### config.mk
export PLATFORM = sky130hd
export DESIGN_NAME = devanagari_to_iast_stream_top
export DESIGN_NICKNAME = d
export VERILOG_FILES = /design/src/rtl/d2i_pkg.sv /design/src/rtl/d2i_front.sv /design/src/rtl/d2i_cmdq.sv /design/src/rtl/d2i_back.sv /design/src/rtl/devanagari_to_iast_stream_top.sv
export VERILOG_INCLUDE_DIRS = /design/src /design/src/rtl
export SDC_FILE = /design/constraint.sdc
export NUM_CORES = 1
export LEC_CHECK = 0
export BUFFER_PORTS_ARGS = -buffer_cell sky130_fd_sc_hd__clkbuf_2
export CAP_MARGIN = 10
export CORE_UTILIZATION = 25
export DETAILED_ROUTE_END_ITERATION = 8
export PLACE_DENSITY = 0.45
export SYNTH_ARGS = -nofsm -noshare
export SYNTH_HDL_FRONTEND = slang
export SYNTH_HIERARCHICAL = 1
export SYNTH_SLANG_ARGS = --single-unit
export TNS_END_PERCENT = 10
### constraint.sdc
create_clock -name clk -period 5.4 [get_ports clk]
set_clock_uncertainty 0.15 [all_clocks]
set_input_delay 0.54 -clock clk [delete_from_list [all_inputs] [get_ports clk]]
set_output_delay 0.54 -clock clk [all_outputs]
set_load 0.01 [all_outputs]
### src/rtl/devanagari_to_iast_stream_top_defines.svh
// Assertion macros for the Devanagari to IAST stream block.
// Used by the top level only; expects clk and rst_n in scope.
`ifndef DEVANAGARI_TO_IAST_STREAM_TOP_DEFINES_SVH
`define DEVANAGARI_TO_IAST_STREAM_TOP_DEFINES_SVH

// same-cycle implication
`define D2I_ASSERT_NOW(lbl, ante, cons, msg) \
    lbl: assert property (@(posedge clk) disable iff (!rst_n) (ante) |-> (cons)) \
        else $error(msg);

// next-cycle implication
`define D2I_ASSERT_NEXT(lbl, ante, cons, msg) \
    lbl: assert property (@(posedge clk) disable iff (!rst_n) (ante) |=> (cons)) \
        else $error(msg);

`endif

### src/rtl/d2i_pkg.sv
// Shared types, constants and lookup functions for the Devanagari to IAST block.
// No dependencies.
`timescale 1ns / 1ps

package d2i_pkg;

    localparam int HOLD_DEPTH_DEF = 4;
    // most bytes a single item can add: joiner + non-joiner + 3-byte vowel spelling
    localparam int CMD_BYTES      = 9;
    localparam int CMD_W          = CMD_BYTES * 8;

    localparam logic [20:0] CP_ZWJ     = 21'h00200d;
    localparam logic [7:0]  INHERENT_A = 8'h61;
    // UTF-8 of the joiner and non-joiner, first byte in the low bits
    localparam logic [23:0] ZWJ_UTF8   = 24'h8d80e2;
    localparam logic [23:0] ZWNJ_UTF8  = 24'h8c80e2;

    typedef enum logic [2:0] {
        KIND_CONS,
        KIND_VOWEL,
        KIND_VSIGN,
        KIND_CODA,
        KIND_NUM,
        KIND_SPEC
    } kind_t;

    typedef struct packed {
        logic        hit;
        kind_t       kind;
        logic [2:0]  len;
        logic [31:0] bytes;   // first byte in [7:0]
    } rom_t;

    typedef struct packed {
        logic [2:0]  len;
        logic [31:0] bytes;   // first byte in [7:0]
    } utf8_t;

    // One classified item handed from front to back
    typedef struct packed {
        logic [CMD_W-1:0] data;      // new bytes, first in [7:0]
        logic [3:0]       len;
        logic             drop_last; // joiner before a vowel sign
        logic             drop_if_a; // vowel sign eats an inherent a
        logic             flush;
    } cmd_t;

    // spelling given in reading order, most significant byte first
    function automatic rom_t mk(kind_t k, logic [2:0] n, logic [31:0] b);
        rom_t r;
        r.hit   = 1'b1;
        r.kind  = k;
        r.len   = n;
        r.bytes = {b[7:0], b[15:8], b[23:16], b[31:24]};
        return r;
    endfunction

    function automatic rom_t rom_lookup(logic [20:0] cp);
        rom_t r;
        r = '{hit: 1'b0, kind: KIND_SPEC, len: 3'd0, bytes: 32'h0};
        case (cp)
            21'h0950: r = mk(KIND_SPEC,  3'd3, 32'h61756d00);
            21'h0910: r = mk(KIND_VOWEL, 3'd2, 32'h61690000);
            21'h0914: r = mk(KIND_VOWEL, 3'd2, 32'h61750000);
            21'h0905: r = mk(KIND_VOWEL, 3'd1, 32'h61000000);
            21'h0906: r = mk(KIND_VOWEL, 3'd2, 32'hc4810000);
            21'h0907: r = mk(KIND_VOWEL, 3'd1, 32'h69000000);
            21'h0908: r = mk(KIND_VOWEL, 3'd2, 32'hc4ab0000);
            21'h0909: r = mk(KIND_VOWEL, 3'd1, 32'h75000000);
            21'h090a: r = mk(KIND_VOWEL, 3'd2, 32'hc5ab0000);
            21'h090b: r = mk(KIND_VOWEL, 3'd3, 32'he1b99b00);
            21'h0960: r = mk(KIND_VOWEL, 3'd3, 32'he1b99d00);
            21'h090c: r = mk(KIND_VOWEL, 3'd3, 32'he1b8b700);
            21'h0961: r = mk(KIND_VOWEL, 3'd3, 32'he1b8b900);
            21'h090f: r = mk(KIND_VOWEL, 3'd1, 32'h65000000);
            21'h0913: r = mk(KIND_VOWEL, 3'd1, 32'h6f000000);
            21'h0902: r = mk(KIND_CODA,  3'd3, 32'he1b98300);
            21'h0903: r = mk(KIND_CODA,  3'd3, 32'he1b8a500);
            21'h093d: r = mk(KIND_CODA,  3'd1, 32'h27000000);
            21'h0901: r = mk(KIND_CODA,  3'd3, 32'h6dcc9000);
            21'h0916: r = mk(KIND_CONS,  3'd2, 32'h6b680000);
            21'h0918: r = mk(KIND_CONS,  3'd2, 32'h67680000);
            21'h091b: r = mk(KIND_CONS,  3'd2, 32'h63680000);
            21'h091d: r = mk(KIND_CONS,  3'd2, 32'h6a680000);
            21'h0920: r = mk(KIND_CONS,  3'd4, 32'he1b9ad68);
            21'h0922: r = mk(KIND_CONS,  3'd4, 32'he1b88d68);
            21'h0925: r = mk(KIND_CONS,  3'd2, 32'h74680000);
            21'h0927: r = mk(KIND_CONS,  3'd2, 32'h64680000);
            21'h092b: r = mk(KIND_CONS,  3'd2, 32'h70680000);
            21'h092d: r = mk(KIND_CONS,  3'd2, 32'h62680000);
            21'h0915: r = mk(KIND_CONS,  3'd1, 32'h6b000000);
            21'h0917: r = mk(KIND_CONS,  3'd1, 32'h67000000);
            21'h0919: r = mk(KIND_CONS,  3'd3, 32'he1b98500);
            21'h0939: r = mk(KIND_CONS,  3'd1, 32'h68000000);
            21'h091a: r = mk(KIND_CONS,  3'd1, 32'h63000000);
            21'h091c: r = mk(KIND_CONS,  3'd1, 32'h6a000000);
            21'h091e: r = mk(KIND_CONS,  3'd2, 32'hc3b10000);
            21'h092f: r = mk(KIND_CONS,  3'd1, 32'h79000000);
            21'h0936: r = mk(KIND_CONS,  3'd2, 32'hc59b0000);
            21'h091f: r = mk(KIND_CONS,  3'd3, 32'he1b9ad00);
            21'h0921: r = mk(KIND_CONS,  3'd3, 32'he1b88d00);
            21'h0923: r = mk(KIND_CONS,  3'd3, 32'he1b98700);
            21'h0930: r = mk(KIND_CONS,  3'd1, 32'h72000000);
            21'h0937: r = mk(KIND_CONS,  3'd3, 32'he1b9a300);
            21'h0924: r = mk(KIND_CONS,  3'd1, 32'h74000000);
            21'h0926: r = mk(KIND_CONS,  3'd1, 32'h64000000);
            21'h0928: r = mk(KIND_CONS,  3'd1, 32'h6e000000);
            21'h0932: r = mk(KIND_CONS,  3'd1, 32'h6c000000);
            21'h0938: r = mk(KIND_CONS,  3'd1, 32'h73000000);
            21'h092a: r = mk(KIND_CONS,  3'd1, 32'h70000000);
            21'h092c: r = mk(KIND_CONS,  3'd1, 32'h62000000);
            21'h092e: r = mk(KIND_CONS,  3'd1, 32'h6d000000);
            21'h0935: r = mk(KIND_CONS,  3'd1, 32'h76000000);
            21'h0933: r = mk(KIND_CONS,  3'd3, 32'he1b8b700);
            21'h0966: r = mk(KIND_NUM,   3'd1, 32'h30000000);
            21'h0967: r = mk(KIND_NUM,   3'd1, 32'h31000000);
            21'h0968: r = mk(KIND_NUM,   3'd1, 32'h32000000);
            21'h0969: r = mk(KIND_NUM,   3'd1, 32'h33000000);
            21'h096a: r = mk(KIND_NUM,   3'd1, 32'h34000000);
            21'h096b: r = mk(KIND_NUM,   3'd1, 32'h35000000);
            21'h096c: r = mk(KIND_NUM,   3'd1, 32'h36000000);
            21'h096d: r = mk(KIND_NUM,   3'd1, 32'h37000000);
            21'h096e: r = mk(KIND_NUM,   3'd1, 32'h38000000);
            21'h096f: r = mk(KIND_NUM,   3'd1, 32'h39000000);
            21'h0948: r = mk(KIND_VSIGN, 3'd2, 32'h61690000);
            21'h094c: r = mk(KIND_VSIGN, 3'd2, 32'h61750000);
            21'h093e: r = mk(KIND_VSIGN, 3'd2, 32'hc4810000);
            21'h093f: r = mk(KIND_VSIGN, 3'd1, 32'h69000000);
            21'h0940: r = mk(KIND_VSIGN, 3'd2, 32'hc4ab0000);
            21'h0941: r = mk(KIND_VSIGN, 3'd1, 32'h75000000);
            21'h0942: r = mk(KIND_VSIGN, 3'd2, 32'hc5ab0000);
            21'h0943: r = mk(KIND_VSIGN, 3'd3, 32'he1b99b00);
            21'h0944: r = mk(KIND_VSIGN, 3'd3, 32'he1b99d00);
            21'h0962: r = mk(KIND_VSIGN, 3'd3, 32'he1b8b700);
            21'h0963: r = mk(KIND_VSIGN, 3'd3, 32'he1b8b900);
            21'h0947: r = mk(KIND_VSIGN, 3'd1, 32'h65000000);
            21'h094b: r = mk(KIND_VSIGN, 3'd1, 32'h6f000000);
            21'h094d: r = mk(KIND_VSIGN, 3'd0, 32'h00000000);
            21'h0965: r = mk(KIND_CODA,  3'd2, 32'h7c7c0000);
            21'h0964: r = mk(KIND_CODA,  3'd1, 32'h7c000000);
            21'h0951: r = mk(KIND_CODA,  3'd2, 32'h5c270000);
            21'h0952: r = mk(KIND_CODA,  3'd2, 32'h5c5f0000);
            default:  r = '{hit: 1'b0, kind: KIND_SPEC, len: 3'd0, bytes: 32'h0};
        endcase
        return r;
    endfunction

    // plain UTF-8 bit pattern, also for surrogates and out-of-range values
    function automatic utf8_t utf8_encode(logic [20:0] c);
        utf8_t u;
        if (c < 21'h80) begin
            u.len   = 3'd1;
            u.bytes = {24'h0, 1'b0, c[6:0]};
        end else if (c < 21'h800) begin
            u.len   = 3'd2;
            u.bytes = {16'h0, 2'b10, c[5:0], 3'b110, c[10:6]};
        end else if (c < 21'h10000) begin
            u.len   = 3'd3;
            u.bytes = {8'h0, 2'b10, c[5:0], 2'b10, c[11:6], 4'b1110, c[15:12]};
        end else begin
            u.len   = 3'd4;
            u.bytes = {2'b10, c[5:0], 2'b10, c[11:6], 2'b10, c[17:12],
                       5'b11110, c[20:18]};
        end
        return u;
    endfunction

endpackage

### src/rtl/d2i_front.sv
// Front end: accepts code points, classifies them via the ROM and builds commands.
// Depends on d2i_pkg.
`timescale 1ns / 1ps

module d2i_front (
    input  logic           clk,
    input  logic           rst_n,
    input  logic [20:0]    code_point,
    input  logic           in_valid,
    output logic           in_ready,
    output d2i_pkg::cmd_t  cmd,
    output logic           cmd_valid,
    input  logic           cmd_ready
);
    import d2i_pkg::*;

    logic  joiner_reg, joiner_next;
    logic  letter_reg, letter_next;
    rom_t  ent;
    utf8_t enc;
    logic  is_vsign;
    logic  accept;
    logic [CMD_W-1:0] data;
    logic [3:0]       n;

    assign in_ready  = cmd_ready;
    assign cmd_valid = in_valid;
    assign accept    = in_valid && cmd_ready;

    assign ent      = rom_lookup(code_point);
    assign enc      = utf8_encode(code_point);
    assign is_vsign = ent.hit && (ent.kind == KIND_VSIGN);

    // pack the new bytes in order: pending joiner, non-joiner, spelling, inherent a
    always_comb
    begin
        data = '0;
        n    = 4'd0;
        if (joiner_reg)
        begin
            data = CMD_W'(ZWJ_UTF8);
            n    = 4'd3;
        end
        if (ent.hit)
        begin
            if (ent.kind == KIND_VOWEL && letter_reg)
            begin
                data = data | (CMD_W'(ZWNJ_UTF8) << {n, 3'b000});
                n    = n + 4'd3;
            end
            data = data | (CMD_W'(ent.bytes) << {n, 3'b000});
            n    = n + 4'(ent.len);
            if (ent.kind == KIND_CONS)
            begin
                data = data | (CMD_W'(INHERENT_A) << {n, 3'b000});
                n    = n + 4'd1;
            end
        end
        else if (code_point != CP_ZWJ && code_point != '0)
        begin
            data = data | (CMD_W'(enc.bytes) << {n, 3'b000});
            n    = n + 4'(enc.len);
        end
    end

    always_comb
    begin
        cmd.data      = data;
        cmd.len       = n;
        cmd.drop_last = joiner_reg && is_vsign;
        cmd.drop_if_a = is_vsign && !joiner_reg;
        cmd.flush     = (code_point == '0);
    end

    // context for the next item; a flush clears both
    always_comb
    begin
        joiner_next = joiner_reg;
        letter_next = letter_reg;
        if (accept)
        begin
            joiner_next = (code_point == CP_ZWJ);
            letter_next = ent.hit;
        end
    end

    always_ff @(posedge clk or negedge rst_n)
    begin
        if (!rst_n)
        begin
            joiner_reg <= 1'b0;
            letter_reg <= 1'b0;
        end
        else
        begin
            joiner_reg <= joiner_next;
            letter_reg <= letter_next;
        end
    end

endmodule

### src/rtl/d2i_cmdq.sv
// Two-entry command queue between front and back.
// Depends on d2i_pkg.
`timescale 1ns / 1ps

module d2i_cmdq (
    input  logic           clk,
    input  logic           rst_n,
    input  d2i_pkg::cmd_t  push_cmd,
    input  logic           push_valid,
    output logic           push_ready,
    output d2i_pkg::cmd_t  pop_cmd,
    output logic           pop_valid,
    input  logic           pop_ready
);
    import d2i_pkg::*;

    cmd_t       slot_reg [2];
    logic       wr_ptr_reg, wr_ptr_next;
    logic       rd_ptr_reg, rd_ptr_next;
    logic [1:0] cnt_reg, cnt_next;
    logic       do_push, do_pop;

    assign push_ready = (cnt_reg != 2'd2);
    assign pop_valid  = (cnt_reg != 2'd0);
    assign pop_cmd    = slot_reg[rd_ptr_reg];
    assign do_push    = push_valid && push_ready;
    assign do_pop     = pop_valid && pop_ready;

    always_comb
    begin
        wr_ptr_next = wr_ptr_reg ^ do_push;
        rd_ptr_next = rd_ptr_reg ^ do_pop;
        cnt_next    = cnt_reg + {1'b0, do_push} - {1'b0, do_pop};
    end

    always_ff @(posedge clk or negedge rst_n)
    begin
        if (!rst_n)
        begin
            wr_ptr_reg <= 1'b0;
            rd_ptr_reg <= 1'b0;
            cnt_reg    <= 2'd0;
        end
        else
        begin
            wr_ptr_reg <= wr_ptr_next;
            rd_ptr_reg <= rd_ptr_next;
            cnt_reg    <= cnt_next;
        end
    end

    // payload storage, no reset
    always_ff @(posedge clk)
    begin
        if (do_push)
        begin
            slot_reg[wr_ptr_reg] <= push_cmd;
        end
    end

endmodule

### src/rtl/d2i_back.sv
// Back end: merges commands into the hold buffer and releases bytes one per cycle,
// unless out_ready stalls it. Depends on d2i_pkg.
`timescale 1ns / 1ps

module d2i_back #(
    parameter int HOLD_DEPTH = d2i_pkg::HOLD_DEPTH_DEF
) (
    input  logic           clk,
    input  logic           rst_n,
    input  d2i_pkg::cmd_t  cmd,
    input  logic           cmd_valid,
    output logic           cmd_ready,
    output logic [7:0]     out_byte,
    output logic           run_last,
    output logic           text_end,
    output logic           out_valid,
    input  logic           out_ready
);
    import d2i_pkg::*;

    localparam int W  = HOLD_DEPTH + CMD_BYTES;
    localparam int CW = $clog2(W + 1);
    localparam int IW = $clog2(W);

    logic [7:0]    buf_reg [W];
    logic [7:0]    buf_next [W];
    logic [CW-1:0] cnt_reg, cnt_next;
    logic          flush_reg, flush_next;
    logic          ov_reg, ov_next;
    logic [7:0]    ob_reg, ob_next;
    logic          rl_reg, rl_next;
    logic          te_reg, te_next;

    logic          emitting;
    logic          out_free;
    logic [CW-1:0] kc;
    logic [CW-1:0] off;
    logic [7:0]    tail;
    logic [CMD_W-1:0] sh;

    assign emitting  = flush_reg || (cnt_reg > CW'(HOLD_DEPTH));
    assign out_free  = !ov_reg || out_ready;
    assign cmd_ready = !emitting;
    assign tail      = buf_reg[IW'(cnt_reg - 1'b1)];

    assign out_valid = ov_reg;
    assign out_byte  = ob_reg;
    assign run_last  = rl_reg;
    assign text_end  = te_reg;

    // held count after a withdrawal
    always_comb
    begin
        kc = cnt_reg;
        if (cnt_reg != '0 && (cmd.drop_last || (cmd.drop_if_a && tail == INHERENT_A)))
        begin
            kc = cnt_reg - 1'b1;
        end
    end

    always_comb
    begin
        buf_next   = buf_reg;
        cnt_next   = cnt_reg;
        flush_next = flush_reg;
        ov_next    = ov_reg && !out_ready;
        ob_next    = ob_reg;
        rl_next    = rl_reg;
        te_next    = te_reg;
        off        = '0;
        sh         = '0;
        if (emitting)
        begin
            if (out_free)
            begin
                ov_next = 1'b1;
                if (cnt_reg != '0)
                begin
                    // release oldest byte, shift the rest down
                    ob_next = buf_reg[0];
                    rl_next = !flush_reg && (cnt_reg == CW'(HOLD_DEPTH + 1));
                    te_next = 1'b0;
                    for (int i = 0; i < W - 1; i++)
                    begin
                        buf_next[i] = buf_reg[i + 1];
                    end
                    buf_next[W-1] = 8'h00;
                    cnt_next      = cnt_reg - 1'b1;
                end
                else
                begin
                    // terminating zero byte closes the text
                    ob_next    = 8'h00;
                    rl_next    = 1'b1;
                    te_next    = 1'b1;
                    flush_next = 1'b0;
                end
            end
        end
        else if (cmd_valid)
        begin
            // append the new bytes behind what is kept
            for (int i = 0; i < W; i++)
            begin
                if (CW'(i) >= kc)
                begin
                    off         = CW'(i) - kc;
                    sh          = cmd.data >> {off, 3'b000};
                    buf_next[i] = sh[7:0];
                end
            end
            cnt_next   = kc + CW'(cmd.len);
            flush_next = cmd.flush;
        end
    end

    always_ff @(posedge clk or negedge rst_n)
    begin
        if (!rst_n)
        begin
            cnt_reg   <= '0;
            flush_reg <= 1'b0;
            ov_reg    <= 1'b0;
        end
        else
        begin
            cnt_reg   <= cnt_next;
            flush_reg <= flush_next;
            ov_reg    <= ov_next;
        end
    end

    // payload, no reset
    always_ff @(posedge clk)
    begin
        buf_reg <= buf_next;
        ob_reg  <= ob_next;
        rl_reg  <= rl_next;
        te_reg  <= te_next;
    end

endmodule

### src/rtl/devanagari_to_iast_stream_top.sv
// Devanagari to IAST transliterator: one code point in per item, UTF-8 bytes out.
// A code point is taken by the front end and written into the command queue; the
// back end merges it into the hold buffer and then releases the bytes beyond
// HOLD_DEPTH, up to nine for one item, one per cycle while out_ready allows,
// through the single byte-wide output register; it takes no new item while it
// releases. A flush releases every byte still held or newly added and then the
// closing zero byte.
// The newest HOLD_DEPTH bytes stay held so a later vowel sign or joiner can
// withdraw one; code point 0 releases everything and ends with a zero byte
// marked text_end.
// Depends on d2i_pkg, d2i_front, d2i_cmdq, d2i_back and the defines header.
`timescale 1ns / 1ps

module devanagari_to_iast_stream_top #(
    parameter int HOLD_DEPTH = d2i_pkg::HOLD_DEPTH_DEF
) (
    input  logic        clk,
    input  logic        rst_n,
    input  logic [20:0] code_point,
    input  logic        in_valid,
    output logic        in_ready,
    output logic [7:0]  out_byte,
    output logic        run_last,
    output logic        text_end,
    output logic        out_valid,
    input  logic        out_ready
);
    import d2i_pkg::*;
    `include "devanagari_to_iast_stream_top_defines.svh"

    cmd_t f_cmd, q_cmd;
    logic f_valid, f_ready;
    logic q_valid, q_ready;

    d2i_front u_front (
        .clk        (clk),
        .rst_n      (rst_n),
        .code_point (code_point),
        .in_valid   (in_valid),
        .in_ready   (in_ready),
        .cmd        (f_cmd),
        .cmd_valid  (f_valid),
        .cmd_ready  (f_ready)
    );

    d2i_cmdq u_cmdq (
        .clk        (clk),
        .rst_n      (rst_n),
        .push_cmd   (f_cmd),
        .push_valid (f_valid),
        .push_ready (f_ready),
        .pop_cmd    (q_cmd),
        .pop_valid  (q_valid),
        .pop_ready  (q_ready)
    );

    d2i_back #(
        .HOLD_DEPTH (HOLD_DEPTH)
    ) u_back (
        .clk       (clk),
        .rst_n     (rst_n),
        .cmd       (q_cmd),
        .cmd_valid (q_valid),
        .cmd_ready (q_ready),
        .out_byte  (out_byte),
        .run_last  (run_last),
        .text_end  (text_end),
        .out_valid (out_valid),
        .out_ready (out_ready)
    );

    // checks
    `D2I_ASSERT_NOW(a_end_byte, out_valid && text_end, out_byte == 8'h00 && run_last, "text end byte malformed")
    `D2I_ASSERT_NOW(a_one_drop, q_valid, !(q_cmd.drop_last && q_cmd.drop_if_a), "two withdrawals in one item")
    `D2I_ASSERT_NOW(a_flush_len, q_valid && q_cmd.flush, q_cmd.len <= 4'd3, "flush carries more than joiner bytes")
    `D2I_ASSERT_NEXT(a_out_hold, out_valid && !out_ready, out_valid && $stable(out_byte) && $stable(run_last) && $stable(text_end), "output item changed while waiting")

endmodule
# ---- After elaboration in Yosys (flattened, before gate mapping)
# Memory sizes are Yosys's and may differ from the RTL's.
# Index checks and enable logic that the tools add are counted.
dict set report word_totals {
  reg_bits 126
  ram_bits 158
  in_bits 25
  out_inout_bits 12
  elab_cells 283
  memories 1
}
dict set report op_classes {
  addsub 21
  order_cmp 18
  n_eq_ne 91
  shifts 17
  mux 50
  n_bitwise 7
  n_reduce_logical 54
}
# memory depth width read_ports rd_ports_with_merged_regs write_ports line_no
set mem_list {}
lappend mem_list {u_cmdq.slot_reg 2 79 1 0 1 d2i_cmdq.sv:17} ;# cmd_t slot_reg [2];
# op n
set ops {}
lappend ops {{39-bit case mux with 81 select lines} 1}
lappend ops {{21-bit by 12-bit equality test with 1-bit output, second input constant} 81}
lappend ops {{72-bit by 7-bit >> shifter with 8-bit output} 13}
lappend ops {{104-bit two-way mux} 4}
lappend ops {{72-bit two-way mux} 5}
lappend ops {{24-bit by 72-bit OR with 72-bit output} 2}
lappend ops {{72-bit OR} 2}
lappend ops {{8-bit two-way mux} 15}
lappend ops {{35-bit two-way mux} 3}
lappend ops {{24-bit by 5-bit << shifter with 72-bit output, first input constant} 1}
lappend ops {{32-bit by 5-bit << shifter with 72-bit output} 1}
lappend ops {{32-bit by 7-bit << shifter with 72-bit output} 1}
lappend ops {{7-bit by 7-bit << shifter with 72-bit output, first input constant} 1}
lappend ops {{4-bit AND reduction} 13}
lappend ops {{4-bit two-way mux} 10}
lappend ops {{8-bit binary-select mux with 4-bit select} 1}
lappend ops {{2-bit nonzero test} 15}
lappend ops {{24-bit two-way mux} 1}
lappend ops {{21-bit by 14-bit equality test with 1-bit output, second input constant} 1}
lappend ops {{21-bit zero test} 1}
lappend ops {{21-bit by 12-bit less-than comparator with 1-bit output, second input constant} 1}
lappend ops {{21-bit by 17-bit less-than comparator with 1-bit output, second input constant} 1}
lappend ops {{21-bit by 8-bit less-than comparator with 1-bit output, second input constant} 1}
lappend ops {{21-bit by 14-bit inequality test with 1-bit output, second input constant} 1}
lappend ops {{35 further kinds} 82}

# ---- Depth between registers and ports, before layout
dict set report depth {
  depth_word 15
  depth_mapped 24
  depth_no_buf 17
}

# ---- By module
# The synthesis kept the hierarchy.
# mod n_inst cells_each area_per_inst_um2 seq_area_each_um2
set by_module_without_submodules {}
lappend by_module_without_submodules {d2i_back 1 985 10720.3 3573.4}
lappend by_module_without_submodules {d2i_cmdq 1 269 5960.7 4844.6}
lappend by_module_without_submodules {d2i_front 1 937 5933.2 50.0}

# ---- Least setup slack after synthesis
# No wires, ideal clock.
dict set report synth_timing {
  kind {register -> register}
  from {register u_back.cnt_reg[0]}
  to {register u_back/buf_reg[75] (netlist bit) (data pin)}
  setup_time_ns 0.261
  t_arrival_ns 5.269
  required_ns 4.989
  setup_slack_ns -0.279
  path_stages_with_launch 25
  n_path_buf 8
  synth_period_minus_slack_ns 5.679
  path_cell_list {dfrtp_1 > buf_4 > inv_1 > clkbuf_1 > ha_1 > buf_2 > buf_2 > nor4b_1 > a22oi_1 > o32ai_2 > o22ai_1 > nand2_1 > a21oi_1 > mux2i_4 > buf_2 > buf_2 > inv_1 > ha_1 > buf_1 > inv_1 > nor3_4 > and3_1 > buf_2 > a22o_1 > a221o_1}
}
# item line_no
set synth_rtl {}
lappend synth_rtl {{start: declaration} d2i_back.sv:27} ;# logic [CW-1:0] cnt_reg, cnt_next;
lappend synth_rtl {{start signal: assignment} d2i_back.sv:127} ;# cnt_reg <= cnt_next;
lappend synth_rtl {{end signal: assignment} d2i_back.sv:136} ;# buf_reg <= buf_next;
lappend synth_rtl {{end: declaration} d2i_back.sv:25} ;# logic [7:0] buf_reg [W];

==> impl_metrics.csv <==
group,metric,value,unit
floorplan,die_area,0.09166,mm²
power,peakVddDrop,0.4408,mV
global_route,track_usage,20.70,%
drt,post_drt_wl_per_cell,28.09,µm
power,seqPwrFrac,21.4,%
critical_path,crit_top_cell,"buf_4",
floorplan,pin_count,37,
flow_run,cap_viol_max_count,0,
global_route,busiest_layer,"met2",
synthesis,synth_cells,2191,
cts,ctsHtreeMaxLevel,1,
drt,via_count,20230,
critical_path,crit_type,"reg -> reg",
placed_design,io_buffer_count,36,
cts,cts-root-buf,"clkbuf_16",
finish,fin_nets,2319,
finish,largest_register_ffs,158,
critical_path,cp_cell_sequence,"buf_4, nor3_1, xnor2_1, o2111a_1, o221ai_4, nand2_8, mux2i_2, buf_12, ha_1, buf_4, a31oi_1, o21ai_0, o21a_1, mux2i_1, o221ai_1",
cts,clk_latency,0.61,ns
cts,cts_made_buffers,31,
sta,fmax,191.1,MHz
power,comb_power_share,67.0,%
global_route,grt_max_degree,142,
global_route,grtUsageMet3,1.719,%
floorplan,start_util,25.39,%
synthesis,avgSynthCellArea,10.32,µm²
critical_path,cp.required,5.55,ns
synthesis,synth_edf_count,272,
power,clkPwrFrac,11.6,%
synthesis,yosys_warnings,6,
drt,via_per_inst,5.869,
global_route,met1_usage,26.49,%
drt,drtPass1Iterations,5,
synthesis,ys_seq_area_share,37.45,%
power,p_sw,9.453,mW
power,swShare,48.65,%
sta,finalCriticalPeriod,5.233,ns
sta,hold_ws,0.1051,ns
drt,drtIter0Drc,1907,
synthesis,syn_area,0.02261,mm²
placed_design,gp_congestion,0.9937,
global_route,grt_pass1_vias,19540,
sta,tns,0,ns
critical_path,critPathSlowestCell,"xnor2_1",
synthesis,synth_cell_types,126,
global_route,grt_pass1_wl,139900,µm
critical_path,cp-start-kind,"register",
synthesis,synth-async-reset-ratio,4.225,%
critical_path,max_stage_delay,0.75,ns
cts,path_clk_slew,0.06,ns
cts,clock-sinks,284,
finish,diodes,0,
sta,rsz0062_at_grt,"false",
floorplan,die_y,302.8,µm
cts,cts_buffer_depth,3,
synthesis,syn-num-nets,2252,
placed_design,hpwl,74520,µm
floorplan,die_w,302.8,µm
sta,relSlewSlack,19.80,%
critical_path,cp-end-kind,"register",
sta,slew_viol_final,0,
status,status,"finished, final reports clean",
global_route,overflow,0,
power,total_power,19.43,mW
global_route,antenna_found_initial,1,
finish,area_growth,14.92,%
power,p_leak,9.067,nW
synthesis,synthFlopType,"edfxtp_1",
critical_path,crit_fanout,34,
power,p_per_area,747.7,mW/mm²
cts,cts_tree,"done",
sta,worst_pin_slew,1.196,ns
drt,route.detailed.drc,0,
critical_path,cp.arrival,5.38,ns
global_route,grt_use_met2,35.07,%
floorplan,coreArea,0.08906,mm²
cts,postCtsSetupRepairBufs,0,
power,p_int,9.979,mW
drt,ant_nets,0,
sta,post-route-period-util,96.91,%
sta,setup_viol,0,
synthesis,synth_seq_cells,284,
finish,layout-drive-gt1-share,23.62,%
min_path,min_path_type,"in -> reg",
sta,finalHoldViolCount,0,
drt,wirelength,96840,µm
floorplan,row_count,109,
layout make-up:
cell class	count	area [µm²]
Inverter	41	161.4
Clock buffer	38	853.3
Clock inverter	19	217.7
Fill cell	9293	63070
Sequential cell	284	8474
Multi-Input combinational cell	1680	13120
Timing Repair Buffer	220	1709
Tap cell	1165	1458
final timing paths:
path / to / startpoint / slack (ns) / depth (start not counted)
min reg2reg: u_back/out_valid / u_back/out_valid / 0.40 / 2
max in group asynchronous: u_cmdq/rd_ptr_reg / rst_n / 4.48 / 2
min in group asynchronous: u_back/out_valid / rst_n / 0.29 / 2
min: u_back/out_valid / out_ready / 0.11 / 3
max reg2reg: u_back/buf_reg[98] / u_back/cnt_reg[1] / 0.17 / 15
max: u_back/buf_reg[98] / u_back/cnt_reg[1] / 0.17 / 15
power by group through the flow:
stage	Sequential [mW]	Combinational (mW)	Clock, mW
3_3_place_gp	4.20	12.5	0
3_5_place_dp	4.18	12.7	0
2_1_floorplan	3.88	8.40	0
6_report	4.15	13.0	2.26
4_1_cts	4.15	12.7	2.31
5_1_grt	4.20	13.7	2.38
Yosys cell counts (13+ instances only):
cell	number	area [µm²]
a211oi_1	17	127.6
a21oi_1	91	455.4
a221o_1	38	380.4
a22o_1	19	166.4
a22oi_1	21	157.7
a31oi_1	27	168.9
a32oi_1	17	148.9
and2_1	46	287.8
and3_1	23	143.9
buf_2	58	290.3
buf_4	21	157.7
buf_6	17	191.4
clkbuf_1	80	300.3
edfxtp_1	272	8168
ha_1	33	412.9
inv_1	35	131.4
mux2_2	104	1171
mux2i_1	98	980.9
mux4_2	73	1644
nand2_1	214	803.3
nand2b_1	19	118.9
nand3_1	85	425.4
nand4_1	22	137.6
nor2_1	116	435.4
nor2b_1	13	81.33
nor3_1	80	400.4
nor4_1	21	131.4
o211ai_1	28	210.2
o21a_1	17	127.6
o21ai_0	91	455.4
o21ai_1	31	155.2
o221ai_1	16	140.1
o22ai_1	22	137.6
or3_1	15	93.84
xnor2_1	14	122.6
cells by family (layout without fill, tap and decap cells):
family	Yosys count	after routing	synth area share (%)
fa+ha+maj	36	36	2.091
xor+xnor	31	31	1.616
flops	284	284	37.45
compound gates	561	561	17.78
mux	277	277	17.00
simple gates	775	775	19.03
buf+inv	227	318	5.035
critical path, delay by kind of cell (launching register included):
family	cells	cell delay (ns)
AO/OA/AOI/OAI	6	1.36
buffers and inverters	3	0.91
multiplexers	2	0.77
XOR/XNOR	1	0.75
flip-flops	1	0.35
adder cells (fa/ha/maj)	1	0.35
AND/OR/NAND/NOR	2	0.26
cell usage in the layout, fill, tap and decap left out, types with 21 or more instances in the layout:
master / n
edfxtp_1: 272
nand2_1: 214
clkbuf_16: 32
o21ai_1: 30
inv_1: 33
o22ai_1: 22
nor3_1: 80
mux2_2: 104
nor2_1: 116
a221o_1: 38
a21oi_1: 91
o211ai_1: 28
mux4_2: 73
buf_4: 170
and2_1: 46
and3_1: 22
a22oi_1: 21
nand4_1: 22
o21ai_0: 91
a31oi_1: 27
mux2i_1: 89
ha_1: 31
nand3_1: 85
clkbuf_2: 36
repair_timing:
item                                    in CTS  in global routing
resized for setup                            0                 13
hold endpoints to repair                    12                  0
hold buffers                                 1                  0
endpoints found under the setup margin       0                 23
layer usage:
metal  wire length, µm  share of wire [%]  up-vias
met5                 0                  0        -
met4              5613                5.8        0
met3              5525                5.7      256
met2             46230                 48      955
met1             39480                 41    10200
li1                  -                  -     8826
through the flow:
stage	setup slack, ns	std cells	util [%]	cell area, µm²
floorplan	0.07202	2191	-	22630
CTS	0.08046	3447	29.11	25920
global route	0.04064	3447	29.18	25990
detailed placement	0.08265	3389	27.90	24840
finish	0.1668	3447	29.18	25990
global placement	0.1086	3389	27.90	24840
(Power assumes the default switching activity.)
